`src/rtl/core/msp_pkg.sv`:
```
package msp_pkg;

  typedef struct packed {
    logic        command;
    logic [31:0] x_in;
    logic [31:0] y_in;
    logic [31:0] z_in;
    logic        last_vertex;
  } in_t;

  typedef struct packed {
    logic [31:0] x_out;
    logic [31:0] y_out;
    logic [31:0] z_out;
    logic        at_center;
  } out_t;

  // Item class decided by the front part.
  typedef enum logic [1:0] {
    OP_ACC      = 2'd0,
    OP_ACC_LAST = 2'd1,
    OP_XFORM    = 2'd2
  } op_t;

  typedef struct packed {
    op_t         op;
    logic [31:0] x;
    logic [31:0] y;
    logic [31:0] z;
  } cmd_t;

  // Configuration register indexes.
  localparam logic REG_SCALE = 1'b0;
  localparam logic REG_PAD   = 1'b1;

  localparam int QUEUE_DEPTH = 4;
  localparam int QPTR_W      = 2;

  localparam logic [31:0] SAT_MAX = 32'h7FFF_FFFF;
  localparam logic [31:0] SAT_MIN = 32'h8000_0000;

  // Clamp a wide signed value to the signed 32-bit range.
  function automatic logic [31:0] sat32(input logic signed [49:0] v);
    logic [31:0] r;
    if (v > 50'sd2147483647) begin
      r = SAT_MAX;
    end else if (v < -50'sd2147483648) begin
      r = SAT_MIN;
    end else begin
      r = v[31:0];
    end
    return r;
  endfunction

endpackage

```
`src/rtl/core/msp_queue.sv`:
```
module msp_queue (
  input  logic          clk,
  input  logic          rst_n,
  input  logic          push_valid,
  output logic          push_ready,
  input  msp_pkg::cmd_t push_item,
  output logic          pop_valid,
  input  logic          pop,
  output msp_pkg::cmd_t pop_item
);

  msp_pkg::cmd_t                 mem_r [msp_pkg::QUEUE_DEPTH];
  logic [msp_pkg::QPTR_W-1:0]    wr_r;
  logic [msp_pkg::QPTR_W-1:0]    rd_r;
  logic [msp_pkg::QPTR_W:0]      cnt_r;
  logic                          do_push;
  logic                          do_pop;

  assign push_ready = cnt_r != (msp_pkg::QPTR_W + 1)'(msp_pkg::QUEUE_DEPTH);
  assign pop_valid  = cnt_r != '0;
  assign pop_item   = mem_r[rd_r];
  assign do_push    = push_valid && push_ready;
  assign do_pop     = pop && pop_valid;

  always_ff @(posedge clk) begin
    if (!rst_n) begin
      wr_r  <= '0;
      rd_r  <= '0;
      cnt_r <= '0;
    end else begin
      if (do_push) begin
        wr_r <= wr_r + 1'b1;
      end
      if (do_pop) begin
        rd_r <= rd_r + 1'b1;
      end
      if (do_push && !do_pop) begin
        cnt_r <= cnt_r + 1'b1;
      end else if (do_pop && !do_push) begin
        cnt_r <= cnt_r - 1'b1;
      end
    end
  end

  always_ff @(posedge clk) begin
    if (do_push) begin
      mem_r[wr_r] <= push_item;
    end
  end

endmodule

```
`config.mk`:
```
export PLATFORM = sky130hd
export DESIGN_NAME = msp_queue
export DESIGN_NICKNAME = d
export VERILOG_FILES = /design/src/rtl/core/msp_pkg.sv /design/src/rtl/core/msp_queue.sv
export SDC_FILE = /design/constraint.sdc
export NUM_CORES = 1
export LEC_CHECK = 0
export BUFFER_PORTS_ARGS = -buffer_cell sky130_fd_sc_hd__buf_2
export CAP_MARGIN = 20
export CORE_ASPECT_RATIO = 0.6
export CORE_MARGIN = 2
export CORE_UTILIZATION = 61
export DETAILED_ROUTE_END_ITERATION = 16
export PLACE_DENSITY_LB_ADDON = 0.08
export REMOVE_ABC_BUFFERS = 1
export SYNTH_ARGS = -nofsm -noshare
export SYNTH_HDL_FRONTEND = slang
export SYNTH_SLANG_ARGS = --single-unit
```
`constraint.sdc`:
```
create_clock -name clk -period 8.3 [get_ports clk]
set_clock_uncertainty 0.15 [all_clocks]
set_input_delay 1.245 -clock clk [delete_from_list [all_inputs] [get_ports clk]]
set_output_delay 1.245 -clock clk [all_outputs]
set_load 0.01 [all_outputs]
```
==> flow_metrics.env <==
export IMPL_status="complete, no violations"
export IMPL_crit_path_max_fanout=54
export IMPL_seq_area_mm2=0.0120
export IMPL_numCtsBuffers=36
export IMPL_antenna_found_initial=7
export IMPL_tns_ps=0
export IMPL_core_area_mm2=0.0233
export IMPL_fin_hold_ws_ps=376
export IMPL_fin_crit_ps=4170
export IMPL_mostFrequentLayoutCells="edfxtp_1, buf_2, mux4_2"
export IMPL_yosysWarnings=0
export IMPL_max_slew_margin_pct=34.6
export IMPL_dp_cells=1060
export IMPL_min_path_type="reg2reg"
export IMPL_worstPathArrival_ps=2780
export IMPL_end_kind="output port"
export IMPL_grt_max_degree=65
export IMPL_dieArea_mm2=0.0252
export IMPL_cts_setup_buffers=0
export IMPL_row_count=43
export IMPL_setup_ws_ps=4130
export IMPL_first_pass_iters=5
export IMPL_clk_pin_slew_ps=60
export IMPL_hold_violations=0
export IMPL_critPathLaunchType="flip-flop"
export IMPL_crit_path_max_incr_delay_ps=880
export IMPL_critPathSlowestCell="dfxtp_4"
export IMPL_power_density_mw_per_mm2=315
export IMPL_hold_buffers=0
export IMPL_avgSynthCellArea_um2=26.1
export IMPL_viasPerCell=5.86
export IMPL_fill_cells=1310
export IMPL_yosysUniqueCellTypes=23
export IMPL_fin_crit_sh_pct=50.3
export IMPL_crit_chain="buf_4 -> mux4_2 -> buf_2"
export IMPL_pre_cts_ws_ps=4600
export IMPL_tritoncts="done"
export IMPL_worst_skew_pair_late_latency_ps=500
export IMPL_power_mw=5.40
export IMPL_gp_congestion=0.769
export IMPL_min_path_cells=2
export IMPL_synth_seq_cells=401
export IMPL_rsz0062_at_grt="false"
export IMPL_maxCapViolCount=0
export IMPL_grt_first_pass_wirelength_um=39700
export IMPL_ant_nets=0
export IMPL_ios=202
export IMPL_yosysSeqAreaShare_pct=81.9
export IMPL_min_from="wr_r[1]"
export IMPL_clk_path_buf_depth=3
export IMPL_fp_dieW_um=204
export IMPL_r2r_start="cnt_r[0]"
export IMPL_buffer_ports_inserted=201
export IMPL_syn2layout_area_growth_pct=17.3
export IMPL_syn_area_mm2=0.0146
export IMPL_initial_core_util_pct=62.6
export IMPL_drt_iter0_drc=536
export IMPL_cts_resized=0
export IMPL_fp_dieH_um=124
export IMPL_cts_max_level=2
export IMPL_cts_sinks=401
export IMPL_ctsRootBufferMaster="clkbuf_16"
export IMPL_min_to="wr_r[1]"
export IMPL_tightest_slew_ps=981
export IMPL_final_common_cell="edfxtp_1"
export IMPL_grt_overflow=0
export IMPL_multiInputGateArea_mm2=0.00250
export IMPL_nets=891
export IMPL_crit_required_ps=6900
export IMPL_instances_no_fill=1128
export IMPL_reg2regPathDepth=4
export IMPL_max_freq_mhz=240
export IMPL_routed_wl_um=27000
export IMPL_drive_gt1_share_pct=44.3
export IMPL_slew_violations=0
export IMPL_routed_via_count=6607
export IMPL_dp_hpwl_um=15900
export IMPL_peakVddDrop_v=0.000241
export IMPL_drcViolationCount=0
export IMPL_grt_pass1_vias=6770
export IMPL_wl_per_cell_um=23.9
export IMPL_path_class="reg2out"
export IMPL_reg2reg_setup_slack_ps=5420
export IMPL_synth_cells=560
export IMPL_p_leak_nw=5.72
export IMPL_grt_usage_pct=21.8
export IMPL_setup_viol=0
export IMPL_r2r_end="mem_r[0][83]"
[metal layers]
layer	vias to the layer above	wire, um	track usage, %
li1	2855	-	-
met3	43	2370	6.83
met2	212	12900	33.2
met1	3489	11100	31.2
met5	-	56	0
met4	8	511	6.71
[worst max path at each step]
| stage | from | end | cells past startpoint |
|---|---|---|---|
| floorplan | flip-flop | pop_item[0] | 1 |
| global placement | push_valid | mem_r[0][56] | 4 |
| detailed placement | push_valid | mem_r[0][54] | 4 |
| CTS | flip-flop | pop_item[39] | 3 |
| global route | flip-flop | pop_item[39] | 3 |
| finish | flip-flop | pop_item[39] | 3 |
[synthesized netlist by cell type, drive strengths merged]
cell type / number / area [um2]
ha: 5 / 62.6
clkbuf: 8 / 30.0
or3: 2 / 12.5
nor2b: 1 / 6.26
dfxtp: 9 / 180
o31ai: 1 / 7.51
inv: 3 / 11.3
o311ai: 1 / 8.76
mux4: 98 / 2210
fa: 1 / 20.0
nand2: 5 / 18.8
xor2: 1 / 8.76
a21boi: 2 / 18.8
edfxtp: 392 / 11800
xnor2: 3 / 26.3
nor2: 1 / 3.75
buf: 15 / 111
mux2i: 3 / 30.0
o21ai: 1 / 5.00
and2: 8 / 50.1
[power by group]
part	internal [mW]	leakage [nW]	switching, mW	total (mW)
clock	1.00	0.571	0.668	1.67
sequential	2.46	3.67	0.0957	2.56
combinational	0.564	1.48	0.609	1.17
[state kept, by name, summed over array words and instances, names as in the netlist, named ones only]
register / count
rd_r: 2
cnt_r: 3
wr_r: 2
mem_r: 392
[worst max-delay path, delay by kind of cell (launching register included)]
family,cells,cell delay [ps]
DFF,1,880
buffers and inverters,2,880
muxes,1,460
[area by class of cell]
class | instances | area share (%)
antenna | 5 | 0.0731
clock buffer | 45 | 5.58
clock inverter | 18 | 1.37
inverter | 3 | 0.0658
multi-input combinational | 133 | 14.6
sequential | 401 | 69.8
tap | 315 | 2.30
timing repair buffer | 208 | 6.18
[per-stage QoR]
step                      instance area (um2)  utilization [%]
after global placement                  15900             68.3
after floorplan                         14400                -
final                                   17100             73.5
after detailed placement                15900             68.3
after CTS                               17100             73.4
after global routing                    17100             73.5
[cells by family after synthesis]
group / synth area share, %
XOR/XNOR: 0.240
multiplexers: 15.3
flip-flops: 81.9
buffers and inverters: 1.05
AND/OR/NAND/NOR: 0.626
adder cells (fa/ha/maj): 0.566
AO/OA/AOI/OAI: 0.274
(Power assumes the default switching activity.)
