$ cat src/rtl/core/msp_pkg.sv
package msp_pkg;

  typedef struct packed {
    logic        command;
    logic [31:0] x_in;
    logic [31:0] y_in;
    logic [31:0] z_in;
    logic        last_vertex;
  } in_t;

  typedef struct packed {
    logic [31:0] x_out;
    logic [31:0] y_out;
    logic [31:0] z_out;
    logic        at_center;
  } out_t;

  // Item class decided by the front part.
  typedef enum logic [1:0] {
    OP_ACC      = 2'd0,
    OP_ACC_LAST = 2'd1,
    OP_XFORM    = 2'd2
  } op_t;

  typedef struct packed {
    op_t         op;
    logic [31:0] x;
    logic [31:0] y;
    logic [31:0] z;
  } cmd_t;

  // Configuration register indexes.
  localparam logic REG_SCALE = 1'b0;
  localparam logic REG_PAD   = 1'b1;

  localparam int QUEUE_DEPTH = 4;
  localparam int QPTR_W      = 2;

  localparam logic [31:0] SAT_MAX = 32'h7FFF_FFFF;
  localparam logic [31:0] SAT_MIN = 32'h8000_0000;

  // Clamp a wide signed value to the signed 32-bit range.
  function automatic logic [31:0] sat32(input logic signed [49:0] v);
    logic [31:0] r;
    if (v > 50'sd2147483647) begin
      r = SAT_MAX;
    end else if (v < -50'sd2147483648) begin
      r = SAT_MIN;
    end else begin
      r = v[31:0];
    end
    return r;
  endfunction

endpackage

$ cat src/rtl/core/msp_front.sv
module msp_front (
  input  logic          clk,
  input  logic          rst_n,
  input  logic          in_valid,
  output logic          in_stall,
  input  msp_pkg::in_t  in_data,
  output logic          push_valid,
  input  logic          push_ready,
  output msp_pkg::cmd_t push_item
);

  logic          fv_r;
  msp_pkg::cmd_t item_r;
  logic          accept;

  assign in_stall   = fv_r && !push_ready;
  assign accept     = in_valid && !in_stall;
  assign push_valid = fv_r;
  assign push_item  = item_r;

  always_ff @(posedge clk) begin
    if (!rst_n) begin
      fv_r <= 1'b0;
    end else if (accept) begin
      fv_r <= 1'b1;
    end else if (push_ready) begin
      fv_r <= 1'b0;
    end
  end

  // Classify the item; the last mark only matters on an accumulate.
  always_ff @(posedge clk) begin
    if (accept) begin
      if (in_data.command) begin
        item_r.op <= msp_pkg::OP_XFORM;
      end else if (in_data.last_vertex) begin
        item_r.op <= msp_pkg::OP_ACC_LAST;
      end else begin
        item_r.op <= msp_pkg::OP_ACC;
      end
      item_r.x <= in_data.x_in;
      item_r.y <= in_data.y_in;
      item_r.z <= in_data.z_in;
    end
  end

endmodule

$ cat config.mk
export PLATFORM = sky130hd
export DESIGN_NAME = msp_front
export DESIGN_NICKNAME = d
export VERILOG_FILES = /design/src/rtl/core/msp_pkg.sv /design/src/rtl/core/msp_front.sv
export SDC_FILE = /design/constraint.sdc
export NUM_CORES = 1
export LEC_CHECK = 0
export BUFFER_PORTS_ARGS = -buffer_cell sky130_fd_sc_hd__clkbuf_2
export CORE_MARGIN = 4
export CORE_UTILIZATION = 44
export DETAILED_ROUTE_END_ITERATION = 7
export GPL_TIMING_DRIVEN = 0
export PLACE_DENSITY = 0.84
export REMOVE_ABC_BUFFERS = 1
export SKIP_CTS_REPAIR_TIMING = 1
export SYNTH_ARGS = -nofsm -noshare
export SYNTH_HDL_FRONTEND = slang
export SYNTH_SLANG_ARGS = --single-unit
export TNS_END_PERCENT = 10
$ cat constraint.sdc
create_clock -name clk -period 9.5 [get_ports clk]
set_clock_uncertainty 0.15 [all_clocks]
set_input_delay 1.9 -clock clk [delete_from_list [all_inputs] [get_ports clk]]
set_output_delay 1.9 -clock clk [all_outputs]
set_load 0.03 [all_outputs]
==> results of run 1 <==
-- power breakdown --
group,internal [mW],switching [mW]
Combinational,0.0329,0.0764
Clock,0.122,0.136
Sequential,0.510,0.00678
-- kinds of logic after synthesis --
kind of cell | share of synthesized area [%]
AOI/OAI and AO/OA | 0.251
DFF | 98.9
and+or+nand+nor | 0.877
-- final cells by class --
cell class / instances / area [µm²]
multi-input combinational: 4 / 41.3
sequential: 99 / 2960
fill: 458 / 2160
tap: 77 / 96.3
clock inverter: 6 / 63.8
clock buffer: 10 / 128
timing repair buffer: 203 / 1050
-- critical path: cells and delay by family --
kind,cells,cell delay (ns)
buf+inv,2,0.33
simple gates,1,0.15
-- cell usage in the layout, fill, tap and decap left out --
master	netlist	final
sky130_fd_sc_hd__clkbuf_1	0	1
sky130_fd_sc_hd__inv_6	0	1
sky130_fd_sc_hd__o21a_1	1	1
sky130_fd_sc_hd__clkinvlp_4	0	2
sky130_fd_sc_hd__dfxtp_1	1	1
sky130_fd_sc_hd__clkbuf_2	0	201
sky130_fd_sc_hd__edfxtp_1	98	98
sky130_fd_sc_hd__clkinv_2	0	2
sky130_fd_sc_hd__bufinv_16	0	1
sky130_fd_sc_hd__nor2b_1	2	1
sky130_fd_sc_hd__buf_12	0	2
sky130_fd_sc_hd__nor2b_4	1	2
sky130_fd_sc_hd__clkbuf_8	0	9
-- how the worst max path moves through the flow --
stage          startpoint       endpoint  slack, ns  cells past startpoint
5_1_grt        push_ready       in_stall       5.03                      3
2_1_floorplan  push_ready   push_item[0]       2.46                      2
3_3_place_gp   push_ready  push_item[15]       1.20                      3
3_5_place_dp   push_ready       in_stall       5.07                      3
4_1_cts        push_ready       in_stall       5.07                      3
6_report       push_ready       in_stall       5.07                      3
-- sequential cells by signal, summed over array words and instances (netlist names) --
name and cells:
push_valid 1, push_item 98
-- routing by layer --
layer  part of all wire [%]  track usage [%]  vias to the layer above  routed length (µm)
met5                      0                0                        -                   0
met4                   0.77             5.36                        0                  55
met3                     11             8.08                        5                 753
met2                     53             31.1                      118                3810
met1                     36             18.7                      875                2550
li1                       -                -                      843                   -
-- through the flow --
step	hold slack, ns	util (%)	cells
6_report	0.500	66.8	399
2_1_floorplan	0.650	-	103
5_1_grt	0.526	66.8	399
3_3_place_gp	0.437	63.1	381
4_1_cts	0.503	66.8	399
3_5_place_dp	0.492	63.8	383
==> implementation parameters, run 1 <==
Parameter                              Value

Run status
  Outcome    complete, no violations

Timing
  Final hold viol count    0
  Max-slew violation count    0
  Transition at the pin with the smallest max-transition slack    about 0.90 ns
  Period Utilization, post-route    46.6%
  Shortest period the worst path allows    4.43 ns
  Unrepaired setup endpoints after global routing    false
  Setup TNS after final layout    0 ns
  Count of final setup violators    0
  Relative slew slack    39.9%
  Final WS setup    5.07 ns
  Timing-limited maximum frequency    226 MHz

Synth
  Post-synth top area share    98.2%
  Synth warnings    0
  Post-synthesis area per instance    ~29 µm²
  Most area-hungry cell type in the Yosys netlist    sky130_fd_sc_hd__edfxtp_1
  Commonest cells in the netlist    sky130_fd_sc_hd__edfxtp_1 (98), sky130_fd_sc_hd__nor2b_1 (2), sky130_fd_sc_hd__dfxtp_1 (1), sky130_fd_sc_hd__nor2b_4 (1), sky130_fd_sc_hd__o21a_1 (1)
  Top-count cell post-synth    sky130_fd_sc_hd__edfxtp_1
  Post-synth EDFFs    just under 100
  Portion of the post-synthesis area used by sequential elements    98.9%
  Yosys cell types    5
  Cells taking the most area after synthesis    sky130_fd_sc_hd__edfxtp_1 (98%), sky130_fd_sc_hd__dfxtp_1 (0.67%), sky130_fd_sc_hd__nor2b_4 (0.46%)
  Ys flop type    sky130_fd_sc_hd__edfxtp_1
  Number of register bits inferred by synthesis    between 90 and 100
  Post-synth ARST share    0%
  Mapped cell area    roughly 3000 µm²
  Cells after synthesis    103

Pwr
  P per Cell Area    204 nW/µm²
  Static Leakage    slightly below 2 nW
  Final Total Pwr    0.884 mW
  Worst IR Drop VDD    0.118 mV

Layout
  Layout cells sized above 1    about two thirds
  Area overhead of the layout relative to synthesis    44.8%
  Number of diodes    0
  Post-Layout Inst Area    4340 µm²
  Fin nets    between 400 and 500

Worst setup path
  Data required time of the critical path    7.45 ns
  Max stage delay on crit path    0.23 ns
  Critical path's most frequent cell    sky130_fd_sc_hd__clkbuf_2
  Largest fanout on the critical path    3
  Critical register-to-register path startpoint    push_valid
  R2R Setup Slk    7.56 ns
  Setup CP Type    input pin to primary output
  Category of the worst setup path launch point    input pin
  Worst path cell trace    clkbuf_2 -> nor2b_4 -> clkbuf_2
  Length in cells of the worst reg-to-reg path    3
  Worst Path Arrival    2.38 ns
  Critical path capture point type    primary output
  Slowest cell on the critical path    sky130_fd_sc_hd__clkbuf_2
  Capturing point of the worst reg2reg path    push_item[49]

Floorplanning
  Row count    29
  Standard cell core area    6490 µm²
  Starting density of the core    46.1%
  Full die area    8190 µm²
  Die width    90.5 µm
  Vert. Die Dim    90.5 µm
  Total I/O pin count    202

Global route
  Initial antenna violation count    0
  Global Route Usage Sum    17.6%
  Wire length of the first global-routing pass    about 11 mm
  Total gr overflow    0
  Largest net degree at the start of global routing    40
  Number of global-route vias before repair    1978

Routing
  Initial DRC Count    46
  First-pass iteration count of the detailed router    4
  Antenna-violating nets left    0
  Per-cell via count in the routed design    4.61
  Average wire per cell in the routed design    about 18 µm
  Post-route DRC violation count    0
  Vias after detailed routing    1841
  Wire length reported by the detailed router    just over 7 mm

Placed design
  # port buffers    201
  Global placer's final weighted congestion    around 0.76
  Dpl hpwl    between 5 and 6 mm
  Placement-stage worst setup slack    about 5.1 ns
  Cell area reported after detailed placement    between 4000 and 5000 µm²

Clock tree
  Clock slew at reported path FFs    0.08 ns
  Root buffer cell    sky130_fd_sc_hd__clkbuf_8
  Clock latency at the later pin of the worst-skew pair    0.34 ns
  TritonCTS sink count    99
  Total clock buffers created by CTS    9
  CTS tree    done
  CTS HTree Levels    3
  Largest buffer count on any clock path    2

Flow run
  Max-cap violation count    0

Min path
  Worst hold path cell count    2
  Worst Hold Endpoint    push_valid
  Startpoint of the tightest hold check path    push_valid
  Class of the most critical hold timing path    flip-flop to flip-flop
No activity file was read; power rests on OpenSTA's default activity.
==> run 2: changes to the inputs <==
Settings changed: CORE_UTILIZATION 44 to 37, PLACE_DENSITY 0.84 to 0.75.
Clock period 9.5 ns to 3.59 ns, I/O delays scaled along.
==> run 2 against run 1 <==
Total power grew to 2.6 times the previous value. Cell area rose by 0.84%. First-iteration DRC count down 22%. Largest power group unchanged. Critical path depth did not move. Worst hold slack got worse by 0.11 ns. Clock power up 130%. Register-to-register slack worse by 5.8 ns. Sequential share of layout area is 0.57 points lower. Combinational power rose to 2.7 times the previous value. Worst setup slack worse by 3.5 ns. Non-clock buffer count up 1. Global-route usage shrank 3.7 points.
==> implementation parameters, run 2 (synthesized netlist as in run 1, its figures left out) <==
Parameter                              Value

Layout
  Number of diodes    0
  Area overhead of the layout relative to synthesis    46.0%
  Layout cells sized above 1    67.5%
  Fin nets    420
  Fillers    659
  Non-filler instance count after layout    425
  Commonest non-fill, non-tap cell in the layout    sky130_fd_sc_hd__clkbuf_2
  Most used cells in the layout excluding fill and tap cells    sky130_fd_sc_hd__clkbuf_2 (201), sky130_fd_sc_hd__edfxtp_1 (98), sky130_fd_sc_hd__clkbuf_8 (9), sky130_fd_sc_hd__clkinvlp_4 (3)
  Number of flip-flops under the largest register name    98

Pwr
  Worst IR Drop VDD    0.391 mV
  Final Total Pwr    2.25 mW
  Static Leakage    ~1.9 nW
  P per Cell Area    515 nW/µm²

Worst setup path
  Worst Path Arrival    1.18 ns
  Critical register-to-register path startpoint    push_valid
  Data required time of the critical path    about 2.7 ns
  Critical path capture point type    primary output
  R2R Setup Slk    1.79 ns
  Setup crit start    push_ready
  Last element of the critical path    in_stall
  Setup CP Type    input pin to primary output
  Largest fanout on the critical path    3
  Capturing point of the worst reg2reg path    push_item[59]
  Length in cells of the worst reg-to-reg path    4
  Category of the worst setup path launch point    input pin

Global route
  Largest net degree at the start of global routing    39
  Initial antenna violation count    0
  Number of global-route vias before repair    1937
  Wire length of the first global-routing pass    roughly 10 mm
  Total gr overflow    0
  Global Route Usage Sum    13.9%

Timing
  Shortest period the worst path allows    2.05 ns
  Count of final setup violators    0
  Max-slew violation count    0
  Period Utilization, post-route    between 50% and 60%
  Transition at the pin with the smallest max-transition slack    0.575 ns
  Final WS setup    between 1.5 and 2 ns
  Timing-limited maximum frequency    between 400 and 500 MHz
  Final hold viol count    0
  Unrepaired setup endpoints after global routing    false
  Relative slew slack    between 60% and 70%

Routing
  Antenna-violating nets left    0
  Per-cell via count in the routed design    4.25
  Vias after detailed routing    1805
  Initial DRC Count    36
  Wire length reported by the detailed router    6.59 mm
  First-pass iteration count of the detailed router    3
  Average wire per cell in the routed design    15.5 µm
  Post-route DRC violation count    0

Floorplanning
  Standard cell core area    7810 µm²
  Full die area    9600 µm²
  Die width    98.0 µm
  Vert. Die Dim    between 90 and 100 µm
  Row count    32
  Total I/O pin count    a little over 200
  Starting density of the core    38.4%

Clock tree
  CTS tree    done
  Total clock buffers created by CTS    9
  Clock latency at the later pin of the worst-skew pair    between 0.3 and 0.4 ns
  CTS HTree Levels    3
  Root buffer cell    sky130_fd_sc_hd__clkbuf_8
  Largest buffer count on any clock path    2
  TritonCTS sink count    99
  Clock slew at reported path FFs    0.09 ns

Placed design
  Global placer's final weighted congestion    0.694
  Total placed cells including tap cells    around 410
  # port buffers    201
  Placement-stage worst setup slack    1.33 ns
  Dpl hpwl    5.28 mm

Min path
  Class of the most critical hold timing path    input pin to flip-flop

Run status
  Outcome    complete, no violations

Flow run
  Max-cap violation count    0
## run 2: per-stage QoR
| stage | hold slack, ns | util (%) | instance area [µm²] | setup TNS, ns |
|---|---|---|---|---|
| after floorplan | 0.650 | - | 3000 | -222.08 |
| after global placement | 0.440 | 52.9 | 4130 | -360.86 |
| after detailed placement | 0.497 | 54.0 | 4210 | 0 |
| after CTS | 0.367 | 56.0 | 4370 | 0 |
| after global routing | 0.358 | 56.0 | 4370 | 0 |
| final | 0.389 | 56.0 | 4370 | 0 |
## run 2: area by class of cell
type / instances / area, µm² / share of cell area, %
multi-input cells: 4 / 41.3 / 0.944
clock buffers: 11 / 131 / 3.00
well taps: 102 / 128 / 2.92
repair buffers: 204 / 1080 / 24.7
clock inverters: 5 / 30.0 / 0.686
flip-flops and latches: 99 / 2960 / 67.7
## run 2: worst min-delay path by stage
stage | from | end | cells past startpoint
floorplan | push_valid | push_valid | 2
global placement | push_valid | push_valid | 2
detailed placement | push_valid | push_valid | 2
CTS | in_data[85] | push_item[84] | 1
global route | in_data[88] | push_item[87] | 1
finish | in_data[21] | push_item[20] | 1
## run 2: power breakdown
group / leakage (nW) / internal, mW / switching, mW
clock network: 0.0706 / 0.248 / 0.346
logic: 0.888 / 0.0920 / 0.201
registers: 0.957 / 1.35 / 0.0172
total: 1.91 / 1.69 / 0.565
## run 2: critical path: stages
cell,delay [ns]
sky130_fd_sc_hd__clkbuf_2,0.10
sky130_fd_sc_hd__nor2b_4,0.14
sky130_fd_sc_hd__clkbuf_2,0.22
## run 2: per-layer routing
layer / global-route usage [%] / part of all wire, % / vias to the layer above
met2: 22.8 / 50 / 119
met4: 6.82 / 2.2 / 0
li1: - / - / 845
met5: 0 / 0 / -
met3: 6.79 / 14 / 13
met1: 14.9 / 34 / 828
==> run 3: changes to the inputs <==
Settings changed: CORE_UTILIZATION 37 to 41, PLACE_DENSITY 0.75 to 0.79.
Clock period 3.59 ns to 1.9 ns, I/O delays scaled along.
==> run 3 against run 2 <==
Worst setup slack got worse by 1.3 ns. Register-to-register slack got worse by 1.5 ns. Sequential power increased by 88%. Die area decreased by 9.0%. Total power increased by 90%. Non-clock buffer count unchanged. Sequential share of layout area increased by 0.12 points. Via count increased by 1.9%. Critical path type is now flip-flop to primary output. Critical endpoint unchanged.
==> implementation parameters, run 3 (synthesized netlist as in run 1, its figures left out) <==
Parameter                              Value

Placed design
  # port buffers    201
  Total placed cells including tap cells    403
  Dpl hpwl    5.40 mm
  Placement-stage worst setup slack    0.200 ns
  Global placer's final weighted congestion    about 0.74

Routing
  Antenna-violating nets left    0
  Per-cell via count in the routed design    4.39
  First-pass iteration count of the detailed router    4
  Post-route DRC violation count    0
  Vias after detailed routing    1839
  Wire length reported by the detailed router    slightly below 7 mm
  Average wire per cell in the routed design    16.1 µm
  Initial DRC Count    64

Layout
  Fin nets    420
  Layout cells sized above 1    68.1%
  Most used cells in the layout excluding fill and tap cells    sky130_fd_sc_hd__clkbuf_2 (201), sky130_fd_sc_hd__edfxtp_1 (98), sky130_fd_sc_hd__clkbuf_8 (9)
  Non-filler instance count after layout    419
  Area overhead of the layout relative to synthesis    45.7%
  Fillers    519
  Final core utilization    62.9%
  Commonest non-fill, non-tap cell in the layout    sky130_fd_sc_hd__clkbuf_2
  Number of diodes    0
  Number of flip-flops under the largest register name    between 90 and 100

Timing
  Period Utilization, post-route    around 86%
  Transition at the pin with the smallest max-transition slack    around 0.26 ns
  Max-slew violation count    0
  Shortest period the worst path allows    1.64 ns
  Count of final setup violators    0
  Unrepaired setup endpoints after global routing    false
  Relative slew slack    82.9%
  Worst Hold Slack    0.0544 ns
  Timing-limited maximum frequency    609 MHz
  Final WS setup    0.257 ns
  Final hold viol count    0
  Setup TNS after final layout    0 ns

Worst setup path
  Setup CP Type    flip-flop to primary output
  Slowest cell on the critical path    sky130_fd_sc_hd__dfxtp_1
  Combined buffer and inverter count along the critical path    1
  Worst path cell trace    nor2b_4 -> clkbuf_2
  Critical path capture point type    primary output
  Largest fanout on the critical path    3
  Category of the worst setup path launch point    flip-flop
  Worst Path Arrival    approximately 1.1 ns
  Max stage delay on crit path    0.36 ns
  Crit-path leading delay family    flip-flops
  Data required time of the critical path    between 1 and 1.5 ns

Pwr
  Worst IR Drop VDD    around 0.54 mV
  Static Leakage    1.92 nW
  P per Cell Area    981 nW/µm²

Global route
  Total gr overflow    0
  Number of global-route vias before repair    1958
  Largest net degree at the start of global routing    40
  Wire length of the first global-routing pass    slightly below 10 mm
  Global Route Usage Sum    15.6%
  Initial antenna violation count    0

Floorplanning
  Vert. Die Dim    around 93 µm
  Die width    between 90 and 100 µm
  Standard cell core area    just under 7000 µm²
  Row count    30
  Full die area    around 8700 µm²
  Total I/O pin count    between 200 and 250
  Starting density of the core    43.2%

Clock tree
  CTS HTree Levels    3
  CTS tree    done
  Largest buffer count on any clock path    2
  TritonCTS sink count    99
  Total clock buffers created by CTS    9
  Clock latency at the later pin of the worst-skew pair    0.34 ns
  Root buffer cell    sky130_fd_sc_hd__clkbuf_8
  Clock slew at reported path FFs    0.09 ns

Run status
  Outcome    complete, no violations

Flow run
  Max-cap violation count    0

Min path
  Class of the most critical hold timing path    input pin to flip-flop
## run 3: where the power goes
| group | leakage (nW) | total, mW | internal (mW) | switching [mW] |
|---|---|---|---|---|
| clock network | 0.0803 | 1.15 | 0.477 | 0.675 |
| logic | 0.884 | 0.552 | 0.172 | 0.380 |
| registers | 0.957 | 2.58 | 2.55 | 0.0318 |
| total | 1.92 | 4.29 | 3.20 | 1.09 |
## run 3: final timing paths
check	start	to	slack, ns	cells after the start
max	push_valid	in_stall	0.26	2
max reg2reg	push_valid	push_item[29]	0.28	4
min	in_data[46]	push_item[45]	0.05	1
min reg2reg	push_valid	push_valid	0.51	2
## run 3: area by class of cell
cell class / count / area, µm² / area share [%]
well taps: 96 / 120 / 2.75
clock buffers: 10 / 128 / 2.92
repair buffers: 204 / 1070 / 24.6
flip-flops and latches: 99 / 2960 / 67.9
clock inverters: 6 / 41.3 / 0.946
multi-input cells: 4 / 41.3 / 0.946
## run 3: routing by layer
metal  share of wire (%)  vias to the layer above  global-route usage [%]
met1                  35                      842                    17.2
met3                  15                        8                    7.80
li1                    -                      843                       -
met2                  48                      146                    25.2
met4                 1.4                        0                    7.33
met5                   0                        -                       0
## run 3: stage by stage
stage	total power [mW]	cell area (µm²)
after floorplan	2.95	3000
after global placement	3.18	4120
after detailed placement	3.19	4200
after CTS	4.34	4370
after global routing	4.50	4370
final	4.29	4370
